$ cat src/design/lqm_pkg.sv
// Shared constants, codes and interface structs of the linked queue manager.
package lqm_pkg;

    localparam int NODES    = 64;
    localparam int QUEUES   = 8;
    localparam int NODE_W   = 6;
    localparam int QUEUE_W  = 3;
    localparam int CMD_W    = 2;
    localparam int STATUS_W = 2;
    localparam int COUNT_W  = $clog2(NODES + 1);

    typedef enum logic [CMD_W-1:0] {
        CMD_APPEND = 2'd0,
        CMD_REMOVE = 2'd1,
        CMD_SIZE   = 2'd2
    } t_cmd;

    typedef enum logic [STATUS_W-1:0] {
        ST_OK         = 2'd0,
        ST_QUEUED     = 2'd1,
        ST_EMPTY      = 2'd2,
        ST_NOT_MEMBER = 2'd3
    } t_status;

    // Per-node state seen by the update logic for the node of the request.
    typedef struct packed {
        logic [NODE_W-1:0]  next_link;
        logic [NODE_W-1:0]  prev_link;
        logic [QUEUE_W-1:0] owner;
        logic               linked;
    } t_node_rd;

    typedef struct packed {
        logic               next_we;
        logic [NODE_W-1:0]  next_addr;
        logic [NODE_W-1:0]  next_data;
        logic               prev_we;
        logic [NODE_W-1:0]  prev_addr;
        logic [NODE_W-1:0]  prev_data;
        logic               link_set;
        logic               link_clr;
        logic [QUEUE_W-1:0] owner;
    } t_node_wr;

    typedef struct packed {
        logic [NODE_W-1:0]  head;
        logic [NODE_W-1:0]  tail;
        logic               nonempty;
        logic [COUNT_W-1:0] count;
    } t_queue_ent;

    typedef struct packed {
        logic       we;
        t_queue_ent ent;
    } t_queue_wr;

    typedef struct packed {
        logic [STATUS_W-1:0] status;
        logic [NODE_W-1:0]   removed_node;
        logic [COUNT_W-1:0]  count;
        logic                head_valid;
        logic [NODE_W-1:0]   head_node;
    } t_result;

endpackage

$ cat src/design/linked_queue_manager_unit.sv
// Top level of the linked queue manager: request register, update logic and result register.
//
// Keeps a pool of 64 nodes linked into 8 circular doubly linked queues and
// answers every append, remove or size request with exactly one result. One
// request is taken per clock cycle, except while the request register holds a
// request whose result waits for a result register that is not being drained;
// a request waits in the request register while the node link and owner RAMs
// are read; the result register holds it until taken. The successor, predecessor
// and owner of the request's node come from RAMs with a registered read, and
// the last write of each RAM is forwarded to the following request. Queue
// heads, tails and counts and the per-node linked flags are flip-flops, so a
// request sees all earlier requests' updates. The request register takes a new
// request while a finished result waits to be taken.
module linked_queue_manager_unit import lqm_pkg::*; (
    input  logic                i_clk,
    input  logic                i_rst_n,
    input  logic                i_in_valid,
    output logic                o_in_ready,
    input  logic [CMD_W-1:0]    i_cmd,
    input  logic [QUEUE_W-1:0]  i_queue_id,
    input  logic [NODE_W-1:0]   i_node_id,
    output logic                o_out_valid,
    input  logic                i_out_ready,
    output logic [STATUS_W-1:0] o_status,
    output logic [NODE_W-1:0]   o_removed_node,
    output logic [COUNT_W-1:0]  o_count,
    output logic                o_head_valid,
    output logic [NODE_W-1:0]   o_head_node
);

    logic               r_s_valid;
    logic               n_s_valid;
    logic [CMD_W-1:0]   r_cmd;
    logic [QUEUE_W-1:0] r_queue_id;
    logic [NODE_W-1:0]  r_node_id;
    logic               r_o_valid;
    logic               n_o_valid;
    t_result            r_result;

    logic       w_commit;
    logic       w_accept;
    t_node_rd   w_node_rd;
    t_node_wr   w_node_wr;
    t_queue_ent w_queue_rd;
    t_queue_wr  w_queue_wr;
    t_result    w_result;

    assign w_commit   = r_s_valid && (!r_o_valid || i_out_ready);
    assign o_in_ready = !r_s_valid || w_commit;
    assign w_accept   = i_in_valid && o_in_ready;

    always_comb begin
        n_s_valid = r_s_valid;
        if (w_accept) begin
            n_s_valid = 1'b1;
        end else if (w_commit) begin
            n_s_valid = 1'b0;
        end
        n_o_valid = r_o_valid;
        if (w_commit) begin
            n_o_valid = 1'b1;
        end else if (i_out_ready) begin
            n_o_valid = 1'b0;
        end
    end

    always_ff @(posedge i_clk) begin
        if (!i_rst_n) begin
            r_s_valid <= 1'b0;
            r_o_valid <= 1'b0;
        end else begin
            r_s_valid <= n_s_valid;
            r_o_valid <= n_o_valid;
        end
    end

    always_ff @(posedge i_clk) begin
        if (w_accept) begin
            r_cmd      <= i_cmd;
            r_queue_id <= i_queue_id;
            r_node_id  <= i_node_id;
        end
        if (w_commit) begin
            r_result <= w_result;
        end
    end

    lqm_node_store u_node_store (
        .i_clk     (i_clk),
        .i_rst_n   (i_rst_n),
        .i_rd_en   (w_accept),
        .i_rd_node (i_node_id),
        .i_node    (r_node_id),
        .i_wr      (w_node_wr),
        .o_rd      (w_node_rd)
    );

    lqm_queue_table u_queue_table (
        .i_clk   (i_clk),
        .i_rst_n (i_rst_n),
        .i_queue (r_queue_id),
        .i_wr    (w_queue_wr),
        .o_rd    (w_queue_rd)
    );

    lqm_exec u_exec (
        .i_go       (w_commit),
        .i_cmd      (r_cmd),
        .i_queue    (r_queue_id),
        .i_node     (r_node_id),
        .i_node_rd  (w_node_rd),
        .i_queue_rd (w_queue_rd),
        .o_node_wr  (w_node_wr),
        .o_queue_wr (w_queue_wr),
        .o_result   (w_result)
    );

    assign o_out_valid    = r_o_valid;
    assign o_status       = r_result.status;
    assign o_removed_node = r_result.removed_node;
    assign o_count        = r_result.count;
    assign o_head_valid   = r_result.head_valid;
    assign o_head_node    = r_result.head_node;

`ifndef SYNTHESIS
    a_stall_only_when_full: assert property (@(posedge i_clk) disable iff (!i_rst_n)
        !o_in_ready |-> (r_s_valid && r_o_valid && !i_out_ready))
        else $error("request stage stalled without a blocked result");

    a_commit_fills_result: assert property (@(posedge i_clk) disable iff (!i_rst_n)
        w_commit |=> o_out_valid)
        else $error("processed request produced no result");

    a_head_implies_count: assert property (@(posedge i_clk) disable iff (!i_rst_n)
        (o_out_valid && o_head_valid) |-> (o_count != '0))
        else $error("non-empty queue reported with zero count");
`endif

endmodule

$ cat src/design/lqm_ram.sv
// Generic single-write, single-read RAM with a registered read port.
module lqm_ram #(
    parameter int WIDTH = 8,
    parameter int DEPTH = 64
) (
    input  logic                     i_clk,
    input  logic                     i_we,
    input  logic [$clog2(DEPTH)-1:0] i_waddr,
    input  logic [WIDTH-1:0]         i_wdata,
    input  logic                     i_re,
    input  logic [$clog2(DEPTH)-1:0] i_raddr,
    output logic [WIDTH-1:0]         o_rdata
);

    logic [WIDTH-1:0] r_mem [DEPTH];
    logic [WIDTH-1:0] r_rdata;

    always_ff @(posedge i_clk) begin
        if (i_we) begin
            r_mem[i_waddr] <= i_wdata;
        end
        if (i_re) begin
            r_rdata <= r_mem[i_raddr];
        end
    end

    assign o_rdata = r_rdata;

endmodule

$ cat src/design/lqm_node_store.sv
// Per-node storage: link and owner RAMs with write forwarding, and the linked flags.
module lqm_node_store import lqm_pkg::*; (
    input  logic              i_clk,
    input  logic              i_rst_n,
    input  logic              i_rd_en,
    input  logic [NODE_W-1:0] i_rd_node,
    input  logic [NODE_W-1:0] i_node,
    input  t_node_wr          i_wr,
    output t_node_rd          o_rd
);

    logic [NODE_W-1:0]  w_next_q;
    logic [NODE_W-1:0]  w_prev_q;
    logic [QUEUE_W-1:0] w_owner_q;

    logic               r_fwd_next_vld;
    logic [NODE_W-1:0]  r_fwd_next_addr;
    logic [NODE_W-1:0]  r_fwd_next_data;
    logic               r_fwd_prev_vld;
    logic [NODE_W-1:0]  r_fwd_prev_addr;
    logic [NODE_W-1:0]  r_fwd_prev_data;
    logic               r_fwd_own_vld;
    logic [NODE_W-1:0]  r_fwd_own_addr;
    logic [QUEUE_W-1:0] r_fwd_own_data;
    logic [NODES-1:0]   r_linked;

    lqm_ram #(.WIDTH(NODE_W), .DEPTH(NODES)) u_next_ram (
        .i_clk   (i_clk),
        .i_we    (i_wr.next_we),
        .i_waddr (i_wr.next_addr),
        .i_wdata (i_wr.next_data),
        .i_re    (i_rd_en),
        .i_raddr (i_rd_node),
        .o_rdata (w_next_q)
    );

    lqm_ram #(.WIDTH(NODE_W), .DEPTH(NODES)) u_prev_ram (
        .i_clk   (i_clk),
        .i_we    (i_wr.prev_we),
        .i_waddr (i_wr.prev_addr),
        .i_wdata (i_wr.prev_data),
        .i_re    (i_rd_en),
        .i_raddr (i_rd_node),
        .o_rdata (w_prev_q)
    );

    lqm_ram #(.WIDTH(QUEUE_W), .DEPTH(NODES)) u_owner_ram (
        .i_clk   (i_clk),
        .i_we    (i_wr.link_set),
        .i_waddr (i_node),
        .i_wdata (i_wr.owner),
        .i_re    (i_rd_en),
        .i_raddr (i_rd_node),
        .o_rdata (w_owner_q)
    );

    // The read for a request may be taken at the same edge as the previous request's
    // write, so the RAM returns old data; the last write of each RAM is kept here.
    always_ff @(posedge i_clk) begin
        if (!i_rst_n) begin
            r_fwd_next_vld <= 1'b0;
            r_fwd_prev_vld <= 1'b0;
            r_fwd_own_vld  <= 1'b0;
            r_linked       <= '0;
        end else begin
            if (i_wr.next_we) begin
                r_fwd_next_vld <= 1'b1;
            end
            if (i_wr.prev_we) begin
                r_fwd_prev_vld <= 1'b1;
            end
            if (i_wr.link_set) begin
                r_fwd_own_vld    <= 1'b1;
                r_linked[i_node] <= 1'b1;
            end else if (i_wr.link_clr) begin
                r_linked[i_node] <= 1'b0;
            end
        end
    end

    always_ff @(posedge i_clk) begin
        if (i_wr.next_we) begin
            r_fwd_next_addr <= i_wr.next_addr;
            r_fwd_next_data <= i_wr.next_data;
        end
        if (i_wr.prev_we) begin
            r_fwd_prev_addr <= i_wr.prev_addr;
            r_fwd_prev_data <= i_wr.prev_data;
        end
        if (i_wr.link_set) begin
            r_fwd_own_addr <= i_node;
            r_fwd_own_data <= i_wr.owner;
        end
    end

    always_comb begin
        o_rd.next_link = (r_fwd_next_vld && r_fwd_next_addr == i_node) ?
                         r_fwd_next_data : w_next_q;
        o_rd.prev_link = (r_fwd_prev_vld && r_fwd_prev_addr == i_node) ?
                         r_fwd_prev_data : w_prev_q;
        o_rd.owner     = (r_fwd_own_vld && r_fwd_own_addr == i_node) ?
                         r_fwd_own_data : w_owner_q;
        o_rd.linked    = r_linked[i_node];
    end

endmodule

$ cat src/design/lqm_queue_table.sv
// Per-queue head, tail, non-empty flag and node count held in flip-flops.
module lqm_queue_table import lqm_pkg::*; (
    input  logic               i_clk,
    input  logic               i_rst_n,
    input  logic [QUEUE_W-1:0] i_queue,
    input  t_queue_wr          i_wr,
    output t_queue_ent         o_rd
);

    logic [NODE_W-1:0]  r_head [QUEUES];
    logic [NODE_W-1:0]  r_tail [QUEUES];
    logic [QUEUES-1:0]  r_nonempty;
    logic [COUNT_W-1:0] r_count [QUEUES];

    always_ff @(posedge i_clk) begin
        if (!i_rst_n) begin
            r_nonempty <= '0;
            for (int i = 0; i < QUEUES; i++) begin
                r_count[i] <= '0;
            end
        end else if (i_wr.we) begin
            r_nonempty[i_queue] <= i_wr.ent.nonempty;
            r_count[i_queue]    <= i_wr.ent.count;
        end
    end

    always_ff @(posedge i_clk) begin
        if (i_wr.we) begin
            r_head[i_queue] <= i_wr.ent.head;
            r_tail[i_queue] <= i_wr.ent.tail;
        end
    end

    always_comb begin
        o_rd.head     = r_head[i_queue];
        o_rd.tail     = r_tail[i_queue];
        o_rd.nonempty = r_nonempty[i_queue];
        o_rd.count    = r_count[i_queue];
    end

`ifndef SYNTHESIS
    // The queue index comes from the request register, which is unknown until the first request.
    a_count_matches_flag: assert property (@(posedge i_clk) disable iff (!i_rst_n)
        !$isunknown(i_queue) |-> (o_rd.nonempty == (o_rd.count != '0)))
        else $error("queue count and non-empty flag disagree");
`endif

endmodule

$ cat src/design/lqm_exec.sv
// Command decode and list update: computes state writes and the result of one request.
module lqm_exec import lqm_pkg::*; (
    input  logic               i_go,
    input  logic [CMD_W-1:0]   i_cmd,
    input  logic [QUEUE_W-1:0] i_queue,
    input  logic [NODE_W-1:0]  i_node,
    input  t_node_rd           i_node_rd,
    input  t_queue_ent         i_queue_rd,
    output t_node_wr           o_node_wr,
    output t_queue_wr          o_queue_wr,
    output t_result            o_result
);

    logic       w_qok;
    logic       w_nok;
    t_node_wr   w_nwr;
    t_queue_ent w_ent;
    logic       w_qwe;
    t_status    w_status;
    logic       w_removed;
    logic       w_is_head;
    logic       w_is_tail;
    logic [NODE_W-1:0] w_nx;
    logic [NODE_W-1:0] w_pv;

    assign w_qok     = 32'(i_queue) < QUEUES;
    assign w_nok     = 32'(i_node) < NODES;
    assign w_is_head = i_queue_rd.head == i_node;
    assign w_is_tail = i_queue_rd.tail == i_node;
    // The tail's successor and the head's predecessor are not stored; they
    // come from the queue's head and tail.
    assign w_nx      = w_is_tail ? i_queue_rd.head : i_node_rd.next_link;
    assign w_pv      = w_is_head ? i_queue_rd.tail : i_node_rd.prev_link;

    always_comb begin
        w_nwr          = '0;
        w_nwr.owner    = i_queue;
        w_ent          = i_queue_rd;
        w_qwe          = 1'b0;
        w_status       = ST_OK;
        w_removed      = 1'b0;
        unique case (i_cmd)
            CMD_APPEND: begin
                if (!w_qok || !w_nok || i_node_rd.linked) begin
                    w_status = ST_QUEUED;
                end else if (!i_queue_rd.nonempty) begin
                    w_ent.head     = i_node;
                    w_ent.tail     = i_node;
                    w_ent.nonempty = 1'b1;
                    w_ent.count    = COUNT_W'(1);
                    w_qwe          = 1'b1;
                    w_nwr.link_set = 1'b1;
                end else begin
                    w_nwr.next_we   = 1'b1;
                    w_nwr.next_addr = i_queue_rd.tail;
                    w_nwr.next_data = i_node;
                    w_nwr.prev_we   = 1'b1;
                    w_nwr.prev_addr = i_node;
                    w_nwr.prev_data = i_queue_rd.tail;
                    w_ent.tail      = i_node;
                    w_ent.count     = COUNT_W'(i_queue_rd.count + 1'b1);
                    w_qwe           = 1'b1;
                    w_nwr.link_set  = 1'b1;
                end
            end
            CMD_REMOVE: begin
                if (!w_qok || !i_queue_rd.nonempty) begin
                    w_status = ST_EMPTY;
                end else if (!w_nok || !i_node_rd.linked || i_node_rd.owner != i_queue) begin
                    w_status = ST_NOT_MEMBER;
                end else begin
                    w_removed      = 1'b1;
                    w_nwr.link_clr = 1'b1;
                    w_qwe          = 1'b1;
                    if (i_queue_rd.count <= COUNT_W'(1)) begin
                        w_ent.nonempty = 1'b0;
                        w_ent.count    = '0;
                    end else begin
                        w_ent.count = COUNT_W'(i_queue_rd.count - 1'b1);
                        if (w_is_head) begin
                            w_ent.head = w_nx;
                        end else if (w_is_tail) begin
                            w_ent.tail = w_pv;
                        end else begin
                            w_nwr.prev_we   = 1'b1;
                            w_nwr.prev_addr = w_nx;
                            w_nwr.prev_data = w_pv;
                            w_nwr.next_we   = 1'b1;
                            w_nwr.next_addr = w_pv;
                            w_nwr.next_data = w_nx;
                        end
                    end
                end
            end
            default: begin
            end
        endcase
    end

    always_comb begin
        o_node_wr          = w_nwr;
        o_node_wr.next_we  = w_nwr.next_we & i_go;
        o_node_wr.prev_we  = w_nwr.prev_we & i_go;
        o_node_wr.link_set = w_nwr.link_set & i_go;
        o_node_wr.link_clr = w_nwr.link_clr & i_go;
        o_queue_wr.we      = w_qwe & i_go;
        o_queue_wr.ent     = w_ent;

        o_result.status       = w_status;
        o_result.removed_node = w_removed ? i_node : '0;
        if (w_qok && w_ent.nonempty) begin
            o_result.count      = w_ent.count;
            o_result.head_valid = 1'b1;
            o_result.head_node  = w_ent.head;
        end else begin
            o_result.count      = '0;
            o_result.head_valid = 1'b0;
            o_result.head_node  = '0;
        end
    end

endmodule

$ cat config.mk
export PLATFORM = sky130hd
export DESIGN_NAME = linked_queue_manager_unit
export DESIGN_NICKNAME = d
export VERILOG_FILES = /design/src/design/lqm_pkg.sv /design/src/design/linked_queue_manager_unit.sv /design/src/design/lqm_ram.sv /design/src/design/lqm_node_store.sv /design/src/design/lqm_queue_table.sv /design/src/design/lqm_exec.sv
export SDC_FILE = /design/constraint.sdc
export NUM_CORES = 1
export LEC_CHECK = 0
export ABC_AREA = 1
export BUFFER_PORTS_ARGS = -buffer_cell sky130_fd_sc_hd__buf_2
export CORE_MARGIN = 2
export CORE_UTILIZATION = 30
export CTS_CLUSTER_DIAMETER = 150
export CTS_CLUSTER_SIZE = 12
export DETAILED_ROUTE_END_ITERATION = 8
export GPL_ROUTABILITY_DRIVEN = 0
export PLACE_DENSITY = 0.5
export SLEW_MARGIN = 5
export SYNTH_ARGS = -nofsm -noshare
export SYNTH_HDL_FRONTEND = slang
export SYNTH_HIERARCHICAL = 1
export SYNTH_SLANG_ARGS = --single-unit
$ cat constraint.sdc
create_clock -name i_clk -period 5.9 [get_ports i_clk]
set_input_delay 0.59 -clock i_clk [delete_from_list [all_inputs] [get_ports i_clk]]
set_output_delay 0.59 -clock i_clk [all_outputs]
set_load 0.005 [all_outputs]
==> results.md <==
* Die W at 433 µm
* Yosys reg bits at 1270
* Setup violations, final at 0
* Peak Freq at 188 MHz
* Via count of the first global-routing pass at 36288
* Vias per inst at 4.84
* Ys flop type: edfxtp_1
* CP Data Required Time at 6.24 ns
* Post-Synthesis Cell Area at 55300 µm²
* Root Driver: clkbuf_16
* Critical path class: register to register
* Outcome: finished, final reports clean
* Critical Path Slowest Stage Cell: edfxtp_1
* Worst-path maximum fanout at 14
* Synth warn at 6
* Placement Setup Slack at 0.614 ns
* Critical path launch point type: register
* Cells after DPL at 7556
* Seq. cell area at 37400 µm²
* Starting Density at 30.2%
* Routed length per instance at 19.9 µm
* Slowest stage delay, CP at 0.62 ns
* H-tree Lvls at 3
* CTS tree: done
* Fin crit period at 5.33 ns
* CP Cell Sequence: buf_4 -> inv_4 -> nand3_1 -> inv_1 -> o21ai_1 -> nand2_1 -> nor2_1 -> nand2_1 -> nand2_2 -> nor2_4 -> nand3_4 -> nor3_4 -> nand3_2 -> o22ai_4 -> nand4_1 -> buf_4 -> nor2_1
* Core ar. at 183000 µm²
* Most frequent cells in the layout: 1897 x nand2_1, 1193 x edfxtp_1, 922 x nand3_1
* Hold_buf cts at 4
* Data arrival, critical path at 5.68 ns
* Placed wire-length estimate at 92.2 mm
* Peak supply drop at 0.304 mV
* Longest Clk Path Bufs at 3
* Postcts setup bufs at 0
* Post-Layout Cell Count at 7723
* Yosys cell types at 51
* Worst Tran Pin Value at 1.05 ns
* Setup TNS at 0 ns
* Final hold slack at 0.0677 ns
* Row Count at 157
* Initial drt markers at 3457
* I/O pin total at 39
* Largest net degree at the start of global routing at 205
* Tot Pwr at 17900 µW
* Total GRT Usage at 16.1%
* Slew margin rel. at 30.1%
* Commonest non-fill, non-tap cell in the layout: nand2_1
* Net count after synthesis at 5275
* Clock slew at reported path FFs at 0.06 ns
* Fin crit share at 90.4%
* PwrDens at 293 nW/µm²
* Drt first pass iters at 5
* Final Max Slew Viols at 0
* Share of cells above drive strength 1 at 7.57%
* First-pass GRT wire length at 231 mm
* Final ANT Viol Nets at 0
* LEAKAGE at 0.0217 µW
* Largest delay contributor family on the critical path: simple AND/OR/NAND/NOR gates
* Port bufs at 38
* Resized cells post-CTS at 0
* Setup Skew at 0.0700 ns
* Post-synthesis cell count at 5257
* # Max-Cap Violations at 0
* Layout Nets at 5232
* EDFF count, synth at 1193
* Worst-Skew Late Latency at 0.77 ns
* Area of the multi-input gates at 15700 µm²
* Capturing element type of the critical path: register
* GRT overflow at 0
* Sequential share of the synthesized area at 67.6%
* Die height at 433 µm
* Syn Area/Cell at 10.5 µm²
* Final worst setup slack at 0.567 ns
* Initial antenna violation count at 0
* Worst hold path class: primary input to register
* RSZ-0062 raised after global routing: no
* DRC Markers at 0
* Async S/R FF share, synth at 0%
* Fillers at 18589
* Area Growth Syn to Fin at 10.5%
* CTS Buf Count at 116
* Die ar. at 188000 µm²
* Final WL at 154 mm
* CP Buf/Inv Count at 4
* Via count at 37394
* Final hold violations at 0
* Sink count of the clock tree at 1270
-- power breakdown --
group | total (µW) | switching [µW] | internal, µW
clock | 6850 | 3260 | 3590
combinational | 1230 | 927 | 299
sequential | 9840 | 23.7 | 9810
total | 17900 | 4210 | 13700
-- stage by stage --
stage	area (µm²)	util [%]
detailed placement	57800	31.6
floorplan	55300	-
finish	61000	33.3
CTS	61000	33.3
global placement	57800	31.6
global route	61000	33.3
-- Yosys cell counts (all sizes together), types with 29 or more instances --
cell type | n | area share, %
nand4 | 48 | 0.55
o21ai | 89 | 0.83
a21oi | 87 | 0.83
nor2 | 358 | 2.7
nand2 | 1906 | 13
dfxtp | 77 | 2.8
inv | 172 | 1.2
buf | 240 | 2.7
nor4 | 29 | 0.41
clkbuf | 57 | 0.39
edfxtp | 1193 | 65
nand3 | 939 | 8.7
-- area by class of cell --
cell class	count	share of cell area [%]
multi-input combinational	3516	25.7
clock buffer	152	5.01
timing repair buffer	136	1.67
clock inverter	8	0.250
antenna	3	0.0123
inverter	174	1.11
sequential	1270	61.2
tap	2464	5.05
-- final timing paths --
check                           cells past startpoint                                   end                   startpoint  slack (ns)
worst max-delay path                               17  u_node_store/u_next_ram/r_mem[43][0]                 r_node_id[5]        0.57
worst min-delay path                                1                              r_cmd[1]                     i_cmd[1]        0.07
worst max register to register                     17  u_node_store/u_next_ram/r_mem[43][0]                 r_node_id[5]        0.57
worst min register to register                      2           u_queue_table/r_nonempty[7]  u_queue_table/r_nonempty[7]        0.46
-- sequential cells by signal (all words and copies together) (netlist names), 7 cells and up, named ones only --
signal / count
u_node_store/u_next_ram/r_mem: 384
u_queue_table/r_head: 48
u_node_store/u_prev_ram/r_mem: 384
o_count: 7
u_queue_table/r_count: 56
u_node_store/u_owner_ram/r_mem: 192
u_queue_table/r_nonempty: 8
u_queue_table/r_tail: 48
-- cells by family after synthesis --
kind of cell | Yosys count | synth area share (%)
XOR/XNOR | 3 | 0.0476
adder cells (fa/ha/maj) | 3 | 0.0679
AND/OR/NAND/NOR | 3306 | 25.9
AO/OA/AOI/OAI | 204 | 2.13
flip-flops | 1270 | 67.6
buffers and inverters | 471 | 4.28
-- metal layers --
metal / share of wire (%) / track usage [%] / up-vias / wire length, µm
li1: - / - / 17943 / -
met1: 45 / 22.1 / 18331 / 68900
met2: 48 / 26.7 / 916 / 73200
met3: 5.2 / 2.47 / 204 / 7960
met4: 2.3 / 4.10 / 0 / 3460
met5: 0 / 0 / - / 0
Power figures use the tool's default switching activity.
